File: config.mk
export PLATFORM = sky130hd
export DESIGN_NAME = tbl_front
export DESIGN_NICKNAME = d
export VERILOG_FILES = /design/src/tbl_pkg.sv /design/src/tbl_front.sv
export SDC_FILE = /design/constraint.sdc
export NUM_CORES = 1
export LEC_CHECK = 0
export BUFFER_PORTS_ARGS = -buffer_cell sky130_fd_sc_hd__buf_2
export CORE_MARGIN = 2
export CORE_UTILIZATION = 45
export CTS_CLUSTER_DIAMETER = 200
export CTS_CLUSTER_SIZE = 8
export DETAILED_ROUTE_END_ITERATION = 8
export GPL_TIMING_DRIVEN = 0
export PLACE_DENSITY = 0.69
export SLEW_MARGIN = 10
export SYNTH_ARGS = -nofsm -noshare
export SYNTH_HDL_FRONTEND = slang
export SYNTH_SLANG_ARGS = --single-unit
File: constraint.sdc
create_clock -name i_clk -period 1.75 [get_ports i_clk]
set_input_delay 0 -clock i_clk [delete_from_list [all_inputs] [get_ports i_clk]]
set_output_delay 0 -clock i_clk [all_outputs]
set_load 0.03 [all_outputs]
File: src/tbl_pkg.sv
// Shared types, constants and helpers for the token bucket limiter.
// No dependencies; every other file except tbl_ram imports this package.
package tbl_pkg;

    localparam int NUM_BUCKETS = 64;
    localparam int FRAC_BITS   = 16;
    localparam int ADDR_W      = (NUM_BUCKETS > 1) ? $clog2(NUM_BUCKETS) : 1;
    localparam int LVL_W       = 32;
    localparam int TICK_W      = 32;
    localparam int REQ_W       = 16;
    localparam int DIV_W       = REQ_W + FRAC_BITS;
    localparam int CNT_W       = $clog2(DIV_W);
    localparam int QDEPTH      = 2;
    localparam int QPTR_W      = 1;
    localparam int QCNT_W      = 2;

    localparam logic [15:0] RATE_LIMIT_RST = 16'd100;
    localparam logic [15:0] BURST_RST      = 16'd100;
    localparam logic [31:0] REFILL_RST     = 32'd65536;

    typedef enum logic [1:0] {
        CMD_TICK    = 2'd0,
        CMD_CONSUME = 2'd1,
        CMD_CLEAR   = 2'd2,
        CMD_NONE    = 2'd3
    } t_cmd;

    typedef enum logic [1:0] {
        REG_RATE_LIMIT = 2'd0,
        REG_BURST_SIZE = 2'd1,
        REG_REFILL     = 2'd2
    } t_reg;

    typedef struct packed {
        logic [1:0]       cmd;
        logic [5:0]       bucket_index;
        logic [REQ_W-1:0] tokens_requested;
    } t_item;

    typedef struct packed {
        logic        allowed;
        logic [15:0] remaining;
        logic [31:0] retry_after;
    } t_result;

    typedef struct packed {
        logic [ADDR_W-1:0] idx;
        logic [REQ_W-1:0]  req;
        logic              fresh;
        logic [TICK_W-1:0] now;
    } t_job;

    typedef enum logic [2:0] {
        S_IDLE,
        S_MUL,
        S_REFILL,
        S_DECIDE,
        S_DIV
    } t_state;

    // whole tokens to fixed point, held below 2^32
    function automatic logic [LVL_W-1:0] to_fixed(input logic [15:0] whole);
        logic [63:0] v;
        v = 64'(whole) << FRAC_BITS;
        return (v > 64'hFFFF_FFFF) ? '1 : v[LVL_W-1:0];
    endfunction

endpackage

File: src/tbl_front.sv
// Front end: accepts words, keeps the tick counter and bucket valid bits,
// and queues consume jobs for the back end. Depends on tbl_pkg.
module tbl_front import tbl_pkg::*; (
    input  logic  i_clk,
    input  logic  i_rst_n,
    input  logic  i_start,
    input  t_item i_item,
    input  logic  i_full,
    output logic  o_busy,
    output logic  o_push,
    output t_job  o_job
);
    logic [TICK_W-1:0]      r_now, n_now;
    logic [NUM_BUCKETS-1:0] r_valid, n_valid;
    logic                   accept;
    logic                   in_range;
    logic [ADDR_W-1:0]      idx;

    assign accept   = i_start && !i_full;
    assign o_busy   = i_full;
    assign in_range = 32'(i_item.bucket_index) < 32'(NUM_BUCKETS);
    assign idx      = ADDR_W'(i_item.bucket_index);

    always_comb begin
        n_now   = r_now;
        n_valid = r_valid;
        o_push  = 1'b0;
        if (accept) begin
            case (t_cmd'(i_item.cmd))
                CMD_TICK:    n_now = r_now + 1'b1;
                CMD_CONSUME: begin
                    if (in_range) begin
                        n_valid[idx] = 1'b1;
                        o_push       = 1'b1;
                    end
                end
                CMD_CLEAR: begin
                    if (in_range) begin
                        n_valid[idx] = 1'b0;
                    end
                end
                default: ;
            endcase
        end
    end

    assign o_job.idx   = idx;
    assign o_job.req   = i_item.tokens_requested;
    assign o_job.fresh = !r_valid[idx];
    assign o_job.now   = r_now;

    always_ff @(posedge i_clk) begin
        if (!i_rst_n) begin
            r_now   <= '0;
            r_valid <= '0;
        end else begin
            r_now   <= n_now;
            r_valid <= n_valid;
        end
    end
endmodule

Yosys cells after proc, flatten, opt, wreduce, memory -nomap -nowiden
Cells that the tools add are included.
{"block": "op_classes", "bitwise": 3, "eq_ne": 2, "n_addsub": 1, "mux": 7, "n_reduce_logical": 8, "n_lt_le_gt_ge": 2}
{"op": "case mux 64 bit (2 select lines)", "count": 1}
{"op": "AND 64 bit", "count": 1}
{"op": "inverter 64 bit", "count": 1}
{"op": "OR 64 bit", "count": 1}
{"op": "adder 32 x 1 -> 32 bit, second input constant", "count": 1}
{"op": "< comparator 6 x 7 -> 1 bit, second input constant", "count": 1}
{"op": "binary-select mux 1 bit (select 6 bit)", "count": 1}
{"op": "demux 1 bit (select 6 bit)", "count": 1}
{"op": "greater-or-equal comparator 6 x 1 -> 1 bit, second input constant", "count": 1}
{"op": "two-way mux 1 bit", "count": 4}
{"op": "AND reduction 2 bit", "count": 2}
{"op": "== test 2 x 1 -> 1 bit, second input constant", "count": 1}
{"op": "== test 2 bit, second input constant", "count": 1}
{"op": "logical AND 1 bit", "count": 2}
{"op": "zero test 1 bit", "count": 2}
{"op": "zero test 2 bit", "count": 1}
{"op": "nonzero test 2 bit", "count": 1}
{"block": "totals", "regBits": 96, "wordCells": 25, "in_bits": 28, "output_inout_bits": 57}

Logic depth before layout (Yosys ltp)
Gate-level depths: netlist of the first run.
{"block": "logic_depth", "depth_word": 7, "ltp_mapped": 9, "ltp_nobuf": 7}

Worst setup path before layout of the first run
Ideal clock, no wire load.
{"block": "synth_timing", "path_kind": "register -> register", "from": "reg r_now[10]", "to": "reg r_now[29]", "required_time_ns": 1.680, "stages_incl_launch_ff": 8, "slack_ns": -0.284, "setup_ns": 0.070, "path_buffers": 2, "synth_period_minus_slack_ns": 2.034, "arrival_ns": 1.964, "path_cell_list": "dfxtp_1 > and4_1 > buf_6 > nand4_4 > or3_1 > buf_2 > or3_1 > a21oi_1"}
{"block": "synth_between", "elab_chain_cells": 1}
{"element": "from (decl)", "line_no": "tbl_front.sv:13", "text": "logic [TICK_W-1:0] r_now, n_now;"}
{"element": "from (signal assigned)", "line_no": "tbl_front.sv:57", "text": "r_now <= n_now;"}
{"element": "adder 32 x 1 -> 32 bit", "line_no": "tbl_front.sv:30", "text": "CMD_TICK: n_now = r_now + 1'b1;"}
Every way passes these cells.
A chain may end at the register's enable or synchronous reset.

==> results_dict.tcl, run 1 <==
set metrics [dict create \
    crit_chain "mux4_2, mux2_4, o22ai_2, a31oi_1, nand4_1, buf_6" \
    yosysSeqAreaShare 0.401 \
    globalplace.congestion 0.873 \
    final_nets 670 \
    r2r_slack_ns -0.04 \
    wl_um 12700 \
    antenna_cells 0 \
    grtUsageMet3 0.0474 \
    met2_usage 0.356 \
    p_leak_uw 0.00203 \
    clk_latency_ns 0.37 \
    final_util 0.555 \
    drt-vias-per-instance 5.67 \
    grt_pass1_wl_um 20400 \
    io_buffers 67 \
    met1_usage 0.300 \
    hold_class "in2reg" \
    cp.required_ns 1.75 \
    fp.dieW_um 107 \
    antenna_found_initial 0 \
    coreArea_um2 10300 \
    crit_arrival_ns 2.03 \
    finalSetupViolations 4 \
    worstPathMaxFanout 2 \
    die_area_um2 11500 \
    syn_area_um2 4790 \
    rsz0062_at_grt "yes" \
    slew_violations 0 \
    finalCritPeriodShare 1.16 \
    grt_pass1_vias 4056 \
    initial_utilization 0.464 \
    ant_nets 0 \
    grt-ovfl-total 0 \
    cap_violations 0 \
    io_pins 85 \
    vdd_drop_max_mv 0.438 \
    synthDistinctLibCells 48 \
    cts_made_buffers 9 \
    yosys_warnings 0 \
    cp_slowest_cell "mux4_2" \
    fin_area_um2 5730 \
    root_buffer "clkbuf_8" \
    ys_top_cells_by_area "dfxtp_1 (40%), nor2_1 (6.4%), a311oi_1 (5.8%)" \
    r2r-start "r_now[12]" \
    wl_per_cell_um 16.3 \
    cp-end-kind "primary output" \
    dp_hpwl_um 8930 \
    critPathCapture "o_job[32]" \
    violations "setup timing" \
    syn_avg_cell_area_um2 8.71 \
    syn_nets 582 \
    synth_edf_count 0 \
    yosysMostFrequentCell "dfxtp_1" \
    layout-drive-gt1-share 0.291 \
    clock_sinks 96 \
    grt_usage 0.224 \
    busiest_layer "met2" \
    crit_path_start_kind "register" \
    dpl_cell_area_um2 5350 \
    dr.pass1.iters 5 \
    period_needed_ns 2.03 \
    powerDensity_nw_per_um2 702 \
    rows 37 \
    fin_worst_skew_ns 0.00582 \
    area_growth_syn_to_layout_pct 19.5 \
    synth-main-ff-cell "dfxtp_1" \
    timing.fmax_ghz 0.492 \
    grt_max_degree 16 \
    status "finished, violations left" \
    max_stage_delay_ns 0.48 \
    syn-instance-count 550 \
    drc 0 \
    hold_viol_final 0 \
    vias 4418 \
    ys_seq_elements 96 \
    path_class "reg2out" \
    worst_slack_ns -0.284 \
    yosys.area.top_type "dfxtp_1" \
    reg2reg_depth 7 \
    die_y_um 107 \
    drt_iter0_drc 324 \
    ys_async_sr_fraction 0 \
    cts_tree "yes" \
    h-tree-depth 3 \
    reg2reg_to "r_now[29]" \
    dp_slack_ns -0.359 \
    clk_pin_slew_ns 0.09 \
    synthTopCellsByCount "dfxtp_1 (96), nor2_1 (82), a21oi_1 (47)" \
    yosys.area.top_type_share 0.401 \
    clock_path_buffers 2 \
    relSlewSlack 0.367 \
    tightestPinTransition_ns 0.948 \
]
per-layer routing:
layer | share of wire | up-vias | wire length [um]
li1 | - | 2155 | -
met3 | 0.073 | 24 | 929
met5 | 0 | - | 0
met2 | 0.46 | 182 | 5820
met1 | 0.45 | 2057 | 5670
met4 | 0.020 | 0 | 258
worst min-delay path by stage:
stage | slack (ns) | start | to | cells after the start
final | 0.18 | i_item[21] | register | 4
after global routing | 0.21 | i_item[21] | register | 4
after CTS | 0.15 | i_item[21] | register | 4
after detailed placement | 0.25 | i_item[3] | o_job[36] | 2
after global placement | 0.25 | i_item[3] | o_job[36] | 2
after floorplan | 0.13 | i_full | o_busy | 1
report_power, final:
group | leakage [uW] | internal [uW] | switching (uW)
sequential | 0.000785 | 2170 | 3.48
combinational | 0.00116 | 144 | 286
clock | 0.0000837 | 603 | 807
total | 0.00203 | 2920 | 1100
what timing repair did:
action,in CTS,in global routing
resized for setup,13,18
endpoints found under the hold margin,1,0
pin swaps,4,3
hold buffers,1,0
cloned,0,0
setup endpoints to repair,13,15
setup buffers,8,1
cells by family after synthesis:
family	share of synthesized area
simple gates	0.204
compound gates	0.188
flops	0.401
buf+inv	0.0875
xor+xnor	0.0420
mux	0.0666
fa+ha+maj	0.0104
critical path: cells and delay by family, from the launching register on:
family | cells | cell delay [ns]
compound gates | 2 | 0.21
buf+inv | 1 | 0.15
flops | 1 | 0.33
mux | 2 | 0.76
simple gates | 1 | 0.21
cells in the final DEF, fill, tap and decap left out, drive strengths merged, types with 16 or more instances in the layout:
cell and count:
o21ai 16, or3 16, buf 115, a311oi 32, xnor2 21, a211oi 32, nor2 82, dfxtp 96
clkbuf 43, nand2 18, a21oi 47
metrics by stage:
stage                     std cells  hold slack [ns]  TNS [ns]  power [uW]
final                           779            0.179    -0.371        4020
after global routing            779            0.208    -0.664        4140
after CTS                       778            0.153    -0.318        4030
after detailed placement        753            0.252     -8.41        2640
after global placement          753            0.252     -7.30        2640
after floorplan                 550            0.132    -0.152        2520
final cells by class:
class                      instances  area [um2]
tap                              136         170
clock inverter                     4        27.5
timing repair buffer              77         423
sequential                        96        1970
buffer                            70         388
inverter                          12        45.0
clock buffer                      12         156
multi-input combinational        372        2550
fill                             941        4600
No activity file was read; power rests on OpenSTA's default activity.
==> inputs of run 2 (changes only) <==
--- a/config.mk
+++ b/config.mk
@@ -13,6 +13,7 @@
 export DETAILED_ROUTE_END_ITERATION = 8
 export GPL_TIMING_DRIVEN = 0
 export PLACE_DENSITY = 0.69
+export SKIP_LAST_GASP = 1
 export SLEW_MARGIN = 10
 export SYNTH_ARGS = -nofsm -noshare
 export SYNTH_HDL_FRONTEND = slang
==> run 2 against run 1 <==
Net effect: the flow still finishes with violations (setup timing); highest routed layer unchanged; maximum frequency down 0.64%; sequential share of layout area about the same; sequential power about the same; worst setup slack worse by 0.013 ns; clock power about the same; largest power group unchanged; clock skew up 0.00073 ns; hold slack worse by 0.0024 ns; register-to-register slack about the same; critical path depth unchanged; via count up 0.16%; flip-flop and latch count unchanged.
==> results_dict.tcl, run 2 (synthesis gave the netlist of run 1 again) <==
set metrics [dict create \
    status "finished, violations left" \
    violations "setup timing" \
    area_growth_syn_to_layout_pct 19.4 \
    clock_path_buffers 2 \
    worstPathMaxFanout 2 \
    critPathBufInv 1 \
    max_stage_delay_ns 0.47 \
    cp.required_ns 1.75 \
    wl_um 12600 \
    final_cell_mix "nor2_1 (81), buf_2 (77), dfxtp_1 (77)" \
    combPwrFrac 0.107 \
    antenna_cells 0 \
    io_pins 85 \
    grt-ovfl-total 0 \
    io_buffers 67 \
    tightestPinTransition_ns 0.952 \
    crit_arrival_ns 2.05 \
    coreArea_um2 10300 \
    fp.dieW_um 107 \
    cts_tree "yes" \
    clock_sinks 96 \
    finalCritPeriodShare 1.17 \
    cap_violations 0 \
    fin_hold_ws_ns 0.177 \
    crit_path_start_kind "register" \
    dpl_cell_area_um2 5350 \
    powerDensity_nw_per_um2 703 \
    globalplace.congestion 0.873 \
    relSlewSlack 0.364 \
    grt_pass1_wl_um 20400 \
    rows 37 \
    drt-vias-per-instance 5.68 \
    vias 4425 \
    p_int_uw 2920 \
    fin_area_um2 5720 \
    grt_usage 0.224 \
    hold_viol_final 0 \
    die_y_um 107 \
    initial_utilization 0.464 \
    p_clk_frac 0.351 \
    crit_chain "mux4_2, mux2_4, o22ai_2, a31oi_1, nand4_1, buf_6" \
    p_leak_uw 0.00203 \
    min_path_cells 5 \
    finalSetupViolations 4 \
    hold_class "in2reg" \
    slew_violations 0 \
    cts_made_buffers 9 \
    p_seq_frac 0.542 \
    drc 0 \
    rsz0062_at_grt "yes" \
    fin_worst_skew_ns 0.00656 \
    path_class "reg2out" \
    grt_max_degree 16 \
    reg2reg_depth 7 \
    dp_hpwl_um 8930 \
    switchingPower_uw 1100 \
    p_sw_frac 0.273 \
    ant_nets 0 \
    cp.depth 6 \
    layout-drive-gt1-share 0.291 \
    layout_commonest_cell "nor2_1" \
    h-tree-depth 3 \
    vdd_drop_max_mv 0.438 \
    period_needed_ns 2.05 \
    drt_iter0_drc 377 \
    clk_latency_ns 0.38 \
    crit_family "multiplexers" \
    cp-end-kind "primary output" \
    timing.fmax_ghz 0.489 \
    cp_slowest_cell "mux4_2" \
    die_area_um2 11500 \
    grt_pass1_vias 4056 \
    worst_slack_ns -0.297 \
    antenna_found_initial 0 \
    wl_per_cell_um 16.2 \
    root_buffer "clkbuf_8" \
    dr.pass1.iters 5 \
    clk_pin_slew_ns 0.10 \
    final_nets 670 \
]
-- run 2: cell counts in the layout (fill, tap and decap cells not counted) --
No cell type changed its count.
-- run 2: worst min-delay path: stages --
cell and delay (ns):
buf_2 0.13, nand2_1 0.07, nor2_1 0.11, a21oi_1 0.15
a311oi_1 0.06
-- run 2: final cells by class --
type / instances / area, um2
flip-flops and latches: 96 / 1970
well taps: 136 / 170
plain buffers: 70 / 388
multi-input cells: 372 / 2540
inverters: 12 / 45.0
fillers: 946 / 4600
clock inverters: 4 / 27.5
clock buffers: 12 / 156
repair buffers: 77 / 423
-- run 2: metal layers --
metal	track usage	wire length [um]	share of wire
met5	0	0	0
met4	0.0798	286	0.023
met3	0.0474	945	0.075
met2	0.356	5750	0.45
met1	0.300	5670	0.45
-- run 2: per-stage QoR --
| step | setup TNS, ns | total power, uW | std cells | setup WS, ns | utilization |
|---|---|---|---|---|---|
| floorplan | -0.152 | 2520 | 550 | -0.0502 | - |
| global placement | -7.30 | 2640 | 753 | -0.384 | 0.518 |
| detailed placement | -8.41 | 2640 | 753 | -0.359 | 0.518 |
| CTS | -0.346 | 4030 | 778 | -0.303 | 0.547 |
| global route | -0.664 | 4140 | 779 | -0.318 | 0.554 |
| finish | -0.377 | 4020 | 779 | -0.297 | 0.554 |
-- run 2: worst paths after layout --
| kind | startpoint | endpoint | slack (ns) |
|---|---|---|---|
| min | i_item[19] | register | 0.18 |
| max | register | o_job[32] | -0.30 |
| min reg2reg | r_now[31] | r_now[31] | 0.47 |
| max reg2reg | r_now[12] | r_now[29] | -0.04 |
-- run 2: what timing repair did --
action / in CTS / in global routing
endpoints found under the setup margin: 13 / 16
hold buffers: 1 / 0
buffers inserted: 8 / 1
gates resized for setup: 13 / 17
hold endpoints to repair: 1 / 0
pin swaps: 3 / 4
-- run 2: power by group through the flow --
stage | registers [uW] | clock network (uW) | logic, uW
global placement | 2230 | 0 | 410
detailed placement | 2230 | 0 | 415
CTS | 2180 | 1430 | 424
global route | 2180 | 1500 | 460
floorplan | 2230 | 0 | 294
finish | 2180 | 1410 | 429
