### src/tbl_pkg.sv
// Shared types, constants and helpers for the token bucket limiter.
// No dependencies; every other file except tbl_ram imports this package.
package tbl_pkg;

    localparam int NUM_BUCKETS = 64;
    localparam int FRAC_BITS   = 16;
    localparam int ADDR_W      = (NUM_BUCKETS > 1) ? $clog2(NUM_BUCKETS) : 1;
    localparam int LVL_W       = 32;
    localparam int TICK_W      = 32;
    localparam int REQ_W       = 16;
    localparam int DIV_W       = REQ_W + FRAC_BITS;
    localparam int CNT_W       = $clog2(DIV_W);
    localparam int QDEPTH      = 2;
    localparam int QPTR_W      = 1;
    localparam int QCNT_W      = 2;

    localparam logic [15:0] RATE_LIMIT_RST = 16'd100;
    localparam logic [15:0] BURST_RST      = 16'd100;
    localparam logic [31:0] REFILL_RST     = 32'd65536;

    typedef enum logic [1:0] {
        CMD_TICK    = 2'd0,
        CMD_CONSUME = 2'd1,
        CMD_CLEAR   = 2'd2,
        CMD_NONE    = 2'd3
    } t_cmd;

    typedef enum logic [1:0] {
        REG_RATE_LIMIT = 2'd0,
        REG_BURST_SIZE = 2'd1,
        REG_REFILL     = 2'd2
    } t_reg;

    typedef struct packed {
        logic [1:0]       cmd;
        logic [5:0]       bucket_index;
        logic [REQ_W-1:0] tokens_requested;
    } t_item;

    typedef struct packed {
        logic        allowed;
        logic [15:0] remaining;
        logic [31:0] retry_after;
    } t_result;

    typedef struct packed {
        logic [ADDR_W-1:0] idx;
        logic [REQ_W-1:0]  req;
        logic              fresh;
        logic [TICK_W-1:0] now;
    } t_job;

    typedef enum logic [2:0] {
        S_IDLE,
        S_MUL,
        S_REFILL,
        S_DECIDE,
        S_DIV
    } t_state;

    // whole tokens to fixed point, held below 2^32
    function automatic logic [LVL_W-1:0] to_fixed(input logic [15:0] whole);
        logic [63:0] v;
        v = 64'(whole) << FRAC_BITS;
        return (v > 64'hFFFF_FFFF) ? '1 : v[LVL_W-1:0];
    endfunction

endpackage

### src/tbl_queue.sv
// Short job queue between front and back end.
// Depends on tbl_pkg.
module tbl_queue import tbl_pkg::*; (
    input  logic i_clk,
    input  logic i_rst_n,
    input  logic i_push,
    input  t_job i_job,
    input  logic i_pop,
    output logic o_full,
    output logic o_empty,
    output t_job o_job
);
    t_job              r_slot [QDEPTH];
    logic [QPTR_W-1:0] r_wr, r_rd;
    logic [QCNT_W-1:0] r_cnt;

    assign o_full  = r_cnt == QCNT_W'(QDEPTH);
    assign o_empty = r_cnt == '0;
    assign o_job   = r_slot[r_rd];

    always_ff @(posedge i_clk) begin
        if (i_push) begin
            r_slot[r_wr] <= i_job;
        end
    end

    always_ff @(posedge i_clk) begin
        if (!i_rst_n) begin
            r_wr  <= '0;
            r_rd  <= '0;
            r_cnt <= '0;
        end else begin
            if (i_push) r_wr <= r_wr + 1'b1;
            if (i_pop)  r_rd <= r_rd + 1'b1;
            r_cnt <= r_cnt + QCNT_W'(i_push) - QCNT_W'(i_pop);
        end
    end
endmodule

### config.mk
export PLATFORM = sky130hd
export DESIGN_NAME = tbl_queue
export DESIGN_NICKNAME = d
export VERILOG_FILES = /design/src/tbl_pkg.sv /design/src/tbl_queue.sv
export SDC_FILE = /design/constraint.sdc
export NUM_CORES = 1
export LEC_CHECK = 0
export BUFFER_PORTS_ARGS = -buffer_cell sky130_fd_sc_hd__buf_2
export CAP_MARGIN = 20
export CORE_ASPECT_RATIO = 1.4
export CORE_MARGIN = 2
export CORE_UTILIZATION = 52
export CTS_CLUSTER_DIAMETER = 60
export DETAILED_ROUTE_END_ITERATION = 12
export PLACE_DENSITY_LB_ADDON = 0.05
export SYNTH_ARGS = -nofsm -noshare
export SYNTH_HDL_FRONTEND = slang
export SYNTH_SLANG_ARGS = --single-unit
export TNS_END_PERCENT = 20
### constraint.sdc
create_clock -name i_clk -period 4.7 [get_ports i_clk]
set_input_delay 0.235 -clock i_clk [delete_from_list [all_inputs] [get_ports i_clk]]
set_output_delay 0.235 -clock i_clk [all_outputs]
set_load 0.05 [all_outputs]
After elaboration in Yosys (flattened, before gate mapping)
Memories as Yosys holds them, arrays and structs flattened. A register that Yosys moved wholly into a read port is not among the register bits.
Cells that the tools add are included.
{"block": "totals", "register_bits": 4, "ramBits": 110, "out_inout_bits": 57, "word_cells": 14, "mem_count": 1}
{"block": "classes", "add_sub_neg": 4, "eq_ne": 1, "n_mux": 4, "n_reduce_logical": 1}
{"name": "r_slot", "words": 2, "width": 55, "rd": 1, "rd_clocked_by_memory_dff": 1, "write_ports": 1, "line": "tbl_queue.sv:13", "text": "t_job r_slot [QDEPTH];"}
{"op": "2-to-1 mux 1 bit", "n": 4}
{"op": "adder 1 bit, second input constant", "n": 2}
{"op": "adder 2 x 1 -> 2 bit", "n": 1}
{"op": "equality test 2 bit, second input constant", "n": 1}
{"op": "zero test 2 bit", "n": 1}
{"op": "subtractor 2 x 1 -> 2 bit", "n": 1}

Depth between registers and ports, before layout
Gate-level depths: netlist (run 1).
{"block": "depth", "ltp_word": 3, "mapped_depth": 6, "depth_no_buf": 6}

Least setup slack after synthesis (run 1)
No wires, ideal clock.
{"block": "synth_path", "kind": "register to register", "start": "reg r_wr", "end": "mem r_slot[0][0] (netlist bit), enable pin", "arrival_ns": 2.780, "required_time_ns": 4.225, "setup_slack_ns": 1.444, "stages_incl_launch_ff": 2, "n_path_buf": 0, "period_less_slack_ns": 3.256, "path_cell_list": "dfxtp_1 nor2b_1"}
{"element": "start: declaration", "line": "tbl_queue.sv:14", "text": "logic [QPTR_W-1:0] r_wr, r_rd;"}
{"element": "start signal: assignment", "line": "tbl_queue.sv:33", "text": "if (i_push) r_wr <= r_wr + 1'b1;"}
{"element": "end: declaration", "line": "tbl_queue.sv:13"}
No word-level cell before the write port.

==> results of run 1 <==
-- placed cells by master, fill, tap and decap left out, types with 2 or more instances in the layout --
cell,netlist,layout
ha_1,2,2
bufinv_16,0,4
mux2_2,5,5
inv_1,2,2
edfxtp_1,110,110
clkbuf_8,0,2
and2_1,4,3
clkinv_2,0,6
dlygate4sd3_1,0,19
clkbuf_1,0,2
mux2_4,50,50
nor2b_1,4,3
clkbuf_16,0,17
buf_4,0,2
buf_2,0,115
dfxtp_1,5,4
-- power groups by stage --
stage / combinational (uW) / sequential [uW] / clock [uW]
3_3_place_gp: 411 / 1250 / 0
4_1_cts: 427 / 1230 / 1340
3_5_place_dp: 414 / 1250 / 0
2_1_floorplan: 361 / 1220 / 0
6_report: 422 / 1230 / 1310
5_1_grt: 446 / 1230 / 1380
-- per-stage QoR --
stage               setup WS (ps)  hold WS [ps]  total power [uW]  std cells
floorplan                    1440           334              1580        192
global placement             2700           422              1660        405
detailed placement           2680           426              1660        405
CTS                          2310         0.161              3000        456
global route                 2280          7.06              3060        456
finish                       2360          21.2              2960        456
-- final cells by class --
type	count	area, um^2
Multi-Input combinational cell	69	933
Clock buffer	21	460
Fill cell	565	2370
Tap cell	102	128
Timing Repair Buffer	136	781
Inverter	2	7.51
Sequential cell	115	3410
Clock inverter	11	158
-- cells by family after synthesis --
logic type / after synthesis / synth area share [%]
compound gates: 1 / 0.169
flops: 115 / 76.5
buf+inv: 8 / 2.67
fa+ha+maj: 2 / 0.563
simple gates: 9 / 1.21
mux: 55 / 18.1
xor+xnor: 2 / 0.703
-- flip-flops by register name, summed over array words and instances, names as in the netlist, named ones only --
signal / count
r_rd: 1
r_wr: 1
r_slot: 110
r_cnt: 2
-- path summary, 6_finish.rpt --
check,to,cells after the start,from
max,o_job[51],2,flip-flop
max reg2reg,r_slot[0][52],2,r_wr
min reg2reg,flip-flop,2,r_rd
min,r_slot[0][5],1,i_job[5]
-- metal layers --
| metal | GRT usage [%] | vias to the layer above |
|---|---|---|
| li1 | - | 1057 |
| met4 | 7.78 | 0 |
| met1 | 17.8 | 1067 |
| met3 | 7.75 | 8 |
| met2 | 27.6 | 87 |
| met5 | 0 | - |
-- worst max-delay path, delay by kind of cell (launching register included) --
kind	cells	cell delay, ps
buffers and inverters	1	210
DFF	1	1030
muxes	1	430
-- timing repair --
action,CTS,global route
hold endpoints to repair,38,0
hold buffers,19,0
setup buffers,0,0
==> key figures, run 1 <==
Timing
  • Crit share post-route: 49.8%
  • Crit path time final: 2340 ps
  • Final setup TNS: 0 ps
  • Setup-failing EPs final: 0
  • Fmax: 427 MHz
  • RSZ-0062 raised after global routing: false
  • Worst slew pin tran: 1020 ps
  • Relative slew margins: 31.8%
  • Final Hold Fails: 0
  • Clk_skew: 10.4 ps
  • Fin. max-slew vios: 0

Place
  • DP Area: 5070 um^2
  • Gpl congestion: 0.680
  • I/O Buffers: 115
  • HPWL Detailed: 4.33 mm

Synth
  • Cell Area, Synth: 4450 um^2
  • Top cells by area, synth: edfxtp_1 74%, mux2_4 17%, buf_12 2.3%, dfxtp_1 2.3%, mux2_2 1.3%
  • Ys async rst share: 0%
  • Top cell type's share of synthesized area: 74.3%
  • #FFs+latches synth: 115
  • Leading cell types by count after synthesis: 110 x edfxtp_1, 50 x mux2_4, 5 x buf_12, 5 x dfxtp_1, 5 x mux2_2
  • Post-Syn Nets: 253
  • Synth warn: 0
  • Most common cell in the synthesized netlist: edfxtp_1
  • Post-synthesis cell count: 192
  • Ys flop type: edfxtp_1
  • Post-synth EDFFs: 110
  • Cell taking the most area after synthesis: edfxtp_1
  • Sequential area share after synthesis: 76.5%
  • Synth cell types: 14
  • Syn_area_per_cell: 23.2 um^2

Route
  • DR iter-0 viols: 116
  • Vias per cell: 4.87
  • Via Count: 2,219
  • Antenna viol nets, final: 0
  • WL/cell: 15.7 um
  • Drt pass-1 iters: 6
  • DR top layer: met4
  • DRT Wirelength: 7.14 mm
  • WL met1: 2.73 mm
  • DRC Markers: 0
  • DR WL met3: 515 um
  • Routed met2 length: 3.79 mm

Setup path
  • Worst-path maximum fanout: 55
  • Flop-to-flop setup slack: 2810 ps
  • CP required: 4470 ps
  • Critical-path cell list: mux2_2 > buf_2
  • Setup crit end kind: output pin
  • Worst Path Arrival: 2100 ps
  • Startpoint Class: flip-flop
  • Crit Path Class: flip-flop to output pin
  • Slowest Stage Delay on Critical Path: 1030 ps
  • Critical path's slowest cell: dfxtp_4

Power and ir drop
  • Worst VDD drop: 0.000363 V
  • P_leak: 0.00239 uW
  • Pwr per Cell Area: 504 nW/um^2
  • Combinational share of power: 14.3%
  • Sequential Power Share: 41.5%
  • Switch share: 24.0%
  • Clk pwr share: 44.3%
  • Internal power: 2250 uW
  • Net Sw Power: 712 uW

Final layout
  • Final Core Density: 71.2%
  • Final instance area: 5870 um^2
  • P&R area growth vs syn: 32.1%
  • Layout cells sized above 1: 57.9%
  • ANT cells: 0
  • Fin nets: 402

Floorplan
  • I/O pins: 116
  • Die area: 9320 um^2
  • Initial core utilization: 53.9%
  • # rows: 39
  • Core Region: 8250 um^2
  • Die W: 82.2 um
  • Die H: 113 um

Clock tree
  • Max clock buf depth: 2
  • TritonCTS clock tree: yes
  • Post-CTS resize count: 0
  • Worst-skew pair later-pin latency: 410 ps
  • Num CTS Buffers: 17
  • Clk slew on worst S/H paths: 50 ps
  • CTS sink count: 115
  • Clock Tree Root: clkbuf_16
  • H-tree levels: 4

Global route
  • Global-route wire length before repair: 11.0 mm
  • Overflow after GRT: 0
  • Vias in the first global route: 2,344
  • Largest net degree at the start of global routing: 56
  • Initial antenna violation count: 0
  • Total track usage: 16.7%

Hold path
  • Worst hold path class: input pin to flip-flop

Flow run
  • Max-Cap Viols: 0

Run status
  • Status: completed
No activity file was read; power rests on OpenSTA's default activity.
==> run 2, diff against run 1 <==
CORE_UTILIZATION = 47   (was 52)
clock period = 2.1 ns   (was 4.7 ns; I/O delays follow)
==> run 2 against run 1 <==
  * Utilization fell by 3.3 points
  * Total power grew 130%
  * Sequential share of layout area shrank 4.4 points
  * Clock-buffer cell count increased by 2
  * First-iteration DRC count shrank 40%
  * Worst setup slack lost 2100 ps
  * Clock skew down 3.6 ps
==> key figures, run 2 (synthesized netlist as in run 1, its figures left out) <==
Power and ir drop
  • Sequential Power Share: 39.5%
  • Pwr per Cell Area: 1070 nW/um^2
  • Internal power: 5200 uW
  • Switch share: 23.8%
  • Net Sw Power: 1620 uW
  • P_leak: 0.00258 uW
  • Worst VDD drop: 0.000658 V
  • Clk pwr share: 44.8%
  • Combinational share of power: 15.7%

Setup path
  • Crit Path Class: flip-flop to output pin
  • CP required: 2000 ps
  • Startpoint Class: flip-flop
  • Worst Path Arrival: 1760 ps
  • Flop-to-flop setup slack: 690 ps
  • Worst-path maximum fanout: 25
  • Critical path's slowest cell: buf_4
  • Critical-path cell list: buf_4 > mux2_2 > buf_2
  • Slowest Stage Delay on Critical Path: 400 ps
  • Setup crit end kind: output pin

Floorplan
  • Core Region: 9350 um^2
  • Die area: 10,300 um^2
  • I/O pins: 116
  • Die W: 86.2 um
  • Die H: 119 um
  • # rows: 42
  • Initial core utilization: 47.5%

Timing
  • Fmax: 537 MHz
  • Fin. max-slew vios: 0
  • Setup-failing EPs final: 0
  • Worst slew pin tran: 457 ps
  • Clk_skew: 6.79 ps
  • RSZ-0062 raised after global routing: false
  • Crit path time final: 1860 ps
  • Final Hold Fails: 0
  • Relative slew margins: 69.6%
  • Crit share post-route: 88.7%
  • Final setup TNS: 0 ps

Global route
  • Total track usage: 15.6%
  • Overflow after GRT: 0
  • Global-route wire length before repair: 11.7 mm
  • Largest net degree at the start of global routing: 31
  • Vias in the first global route: 2,480
  • Initial antenna violation count: 0

Clock tree
  • TritonCTS clock tree: yes
  • CTS sink count: 115
  • Worst-skew pair later-pin latency: 400 ps
  • Post-CTS setup buffer count: 0
  • H-tree levels: 4
  • Num CTS Buffers: 17
  • Max clock buf depth: 2
  • Clock Tree Root: clkbuf_16
  • Hold buffer count at CTS: 56
  • Clk slew on worst S/H paths: 50 ps
  • Post-CTS resize count: 0

Final layout
  • Commonest non-fill, non-tap cell in the layout: buf_2
  • P&R area growth vs syn: 42.9%
  • Leading registers by flop count: r_slot (110), r_cnt (2)
  • Biggest register: r_slot
  • Max FFs per register: 110
  • Most frequent cells in the layout: 115 x buf_2, 110 x edfxtp_1, 56 x dlygate4sd3_1
  • Fill cells: 655
  • Layout cells sized above 1: 53.2%
  • Post-Layout Cell Count: 505
  • ANT cells: 0
  • Final Core Density: 67.9%
  • Fin nets: 443

Hold path
  • Worst hold path class: input pin to flip-flop

Run status
  • Status: completed

Route
  • Vias per cell: 4.66
  • DRT Wirelength: 7.60 mm
  • WL/cell: 15.0 um
  • Via Count: 2,354
  • DRC Markers: 0
  • Antenna viol nets, final: 0
  • DR iter-0 viols: 70
  • Drt pass-1 iters: 4

Place
  • HPWL Detailed: 4.67 mm
  • Gpl congestion: 0.661
  • I/O Buffers: 115
  • # placed instances: 417

Flow run
  • Max-Cap Viols: 0
[run 2: cell types whose count changed in the layout (fill, tap and decap cells not counted), sizes merged]
cell         delta
clkbuf          +2
dlygate4sd3    +37
buf             +4
clkinv          -3
clkinvlp        +1
[run 2: critical path: cells and delay by family (launching register included)]
| family | cells | cell delay (ps) |
|---|---|---|
| flip-flops | 1 | 350 |
| buffers and inverters | 2 | 610 |
| multiplexers | 1 | 390 |
[run 2: final cells by class]
class                      instances  area (um^2)  share of cell area (%)
clock buffer                      23          498                    7.84
clock inverter                     9          150                    2.36
inverter                           2         7.51                   0.118
multi-input combinational         69          933                    14.7
sequential                       115         3410                    53.6
tap                              110          138                    2.17
timing repair buffer             177         1220                    19.2
[run 2: worst paths after layout]
kind / start / to / depth (start not counted)
worst min-delay path: i_pop / r_rd / 3
worst max-delay path: flip-flop / o_job[50] / 3
worst min register to register: r_rd / r_rd / 2
worst max register to register: r_wr / r_slot[1][2] / 2
[run 2: power groups by stage]
stage | combinational, uW | sequential [uW] | clock (uW)
final | 1070 | 2690 | 3060
after global routing | 1130 | 2700 | 3220
after CTS | 1080 | 2690 | 3110
after detailed placement | 999 | 2740 | 0
after global placement | 993 | 2730 | 0
after floorplan | 810 | 2730 | 0
[run 2: metrics by stage]
step	hold WS, ps	area [um^2]	total power, uW	worst slack, ps
global route	78.7	6350	7050	153
detailed placement	297	5140	3730	635
finish	68.8	6350	6820	237
floorplan	204	4450	3540	-12.0
CTS	64.8	6350	6890	208
global placement	293	5140	3720	641
[run 2: metal layers]
layer	track usage, %	up-vias	share of wire, %
met2	28.1	79	55
met5	0	-	0
met1	15.0	1136	36
li1	-	1131	-
met3	6.58	8	7.1
met4	7.03	0	1.4
==> run 3, diff against run 2 <==
==> constraint.sdc (replaced) <==
create_clock -name i_clk -period 2.1 [get_ports i_clk]
set_input_delay 0.42 -clock i_clk [delete_from_list [all_inputs] [get_ports i_clk]]
set_output_delay 0.42 -clock i_clk [all_outputs]
set_load 0.05 [all_outputs]
==> run 3 against run 2 <==
  * Register-to-register slack gained 210 ps
  * Cell area shrank 9.1%
  * Clock power shrank 7%
  * Critical path depth is the same
  * Final cell count shrank 11%
  * Non-clock buffer count shrank 55
  * Hold slack gained 130 ps
  * Utilization shrank 6.2 points
  * Wire length shrank 6.6%
  * Global-route usage shrank 1.1 points
  * Highest routed layer unchanged
==> key figures, run 3 (synthesized netlist as in run 1, its figures left out) <==
Run status
  • Status: completed

Final layout
  • Layout cells sized above 1: 60.3%
  • Max FFs per register: 110
  • Commonest non-fill, non-tap cell in the layout: buf_2
  • Post-Layout Cell Count: 450
  • Fin nets: 388
  • P&R area growth vs syn: 29.8%
  • Biggest register: r_slot
  • ANT cells: 0
  • Final instance area: 5770 um^2
  • Leading registers by flop count: r_slot (110), r_cnt (2)
  • Most frequent cells in the layout: 115 x buf_2, 110 x edfxtp_1, 50 x mux2_4

Power and ir drop
  • Worst VDD drop: 0.000924 V
  • Tot Pwr: 6560 uW
  • Pwr per Cell Area: 1140 nW/um^2
  • P_leak: 0.00233 uW

Floorplan
  • Initial core utilization: 47.5%
  • Core Region: 9350 um^2
  • Die area: 10,300 um^2
  • # rows: 42
  • Die H: 119 um
  • Die W: 86.2 um
  • I/O pins: 116

Clock tree
  • Worst-skew pair later-pin latency: 400 ps
  • Post-CTS resize count: 0
  • Clk slew on worst S/H paths: 50 ps
  • H-tree levels: 4
  • Clock Tree Root: clkbuf_16
  • CTS sink count: 115
  • TritonCTS clock tree: yes
  • Hold buffer count at CTS: 0
  • Num CTS Buffers: 17
  • Post-CTS setup buffer count: 0
  • Max clock buf depth: 2

Timing
  • Crit path time final: 2010 ps
  • Worst slew pin tran: 271 ps
  • Fin. max-slew vios: 0
  • Final Hold Fails: 0
  • Setup-failing EPs final: 0
  • Fmax: 498 MHz
  • Final setup margin: 90.9 ps
  • Clk_skew: 5.28 ps
  • Crit share post-route: 95.7%
  • RSZ-0062 raised after global routing: false
  • Relative slew margins: 82.0%

Setup path
  • Delay-heaviest family, CP: buffers and inverters
  • Crit Path Class: flip-flop to output pin
  • Startpoint Class: flip-flop
  • Reg-to-Reg Start: r_cnt[0]
  • Slowest Stage Delay on Critical Path: 390 ps
  • Critical-path cell list: buf_12 > mux2_2 > buf_2
  • Critical path's slowest cell: dfxtp_4
  • CP required: 1680 ps
  • Setup crit end kind: output pin
  • Instance count on the critical path: 3
  • Worst Path Arrival: 1590 ps
  • R2R cell count: 6
  • CP bufs+invs: 2
  • Worst-path maximum fanout: 25

Place
  • HPWL Detailed: 4.60 mm
  • DP Area: 5180 um^2
  • I/O Buffers: 115
  • Pre-CTS WS: 498 ps
  • # placed instances: 418
  • Gpl congestion: 0.652

Flow run
  • Max-Cap Viols: 0

Global route
  • Largest net degree at the start of global routing: 41
  • Vias in the first global route: 2,270
  • Total track usage: 14.5%
  • Global-route wire length before repair: 10.8 mm
  • Initial antenna violation count: 0
  • Overflow after GRT: 0

Route
  • Vias per cell: 4.82
  • Via Count: 2,168
  • Antenna viol nets, final: 0
  • DR iter-0 viols: 143
  • Drt pass-1 iters: 5
  • DRT Wirelength: 7.10 mm
  • DRC Markers: 0
  • WL/cell: 15.8 um

Hold path
  • Worst hold path class: input pin to flip-flop
  • Hold_sp: i_job[0]
  • Hold path cells: 1
-- run 3: worst register-to-register path, cell delays in order (launching register included) --
cell and delay [ps]:
dfxtp_1 340, inv_1 50, ha_1 260, inv_1 50
ha_1 140, xnor3_1 200, nor2b_1 100
-- run 3: layer usage --
| layer | wire, um | GRT usage [%] | share of wire, % |
|---|---|---|---|
| met4 | 117 | 7.03 | 1.6 |
| met2 | 3620 | 23.7 | 51 |
| met3 | 488 | 6.79 | 6.9 |
| met1 | 2870 | 15.7 | 40 |
| met5 | 0 | 0 | 0 |
-- run 3: worst paths after layout --
kind                  endpoint  slack, ps
setup reg to reg      r_cnt[1]        900
hold reg to reg           r_rd        590
setup / recovery     o_job[51]         90
hold / removal    r_slot[1][0]        200
-- run 3: cell type report --
class	instances	area, um^2
fill	723	3580
sequential	115	3410
multi-input combinational	69	933
timing repair buffer	122	691
clock buffer	18	429
clock inverter	14	168
tap	110	138
inverter	2	7.51
-- run 3: stage by stage --
stage               hold WS (ps)  utilization, %  setup TNS [ps]
floorplan                    519               -           -2320
global placement             571            55.3               0
detailed placement           578            55.3               0
CTS                          182            61.7               0
global route                 187            61.7               0
finish                       203            61.7               0
-- run 3: power by group --
part           switching (uW)  internal (uW)  total, uW
sequential               38.1           2660       2690
clock                     915           1950       2860
combinational             648            351        999
total                    1600           4960       6560
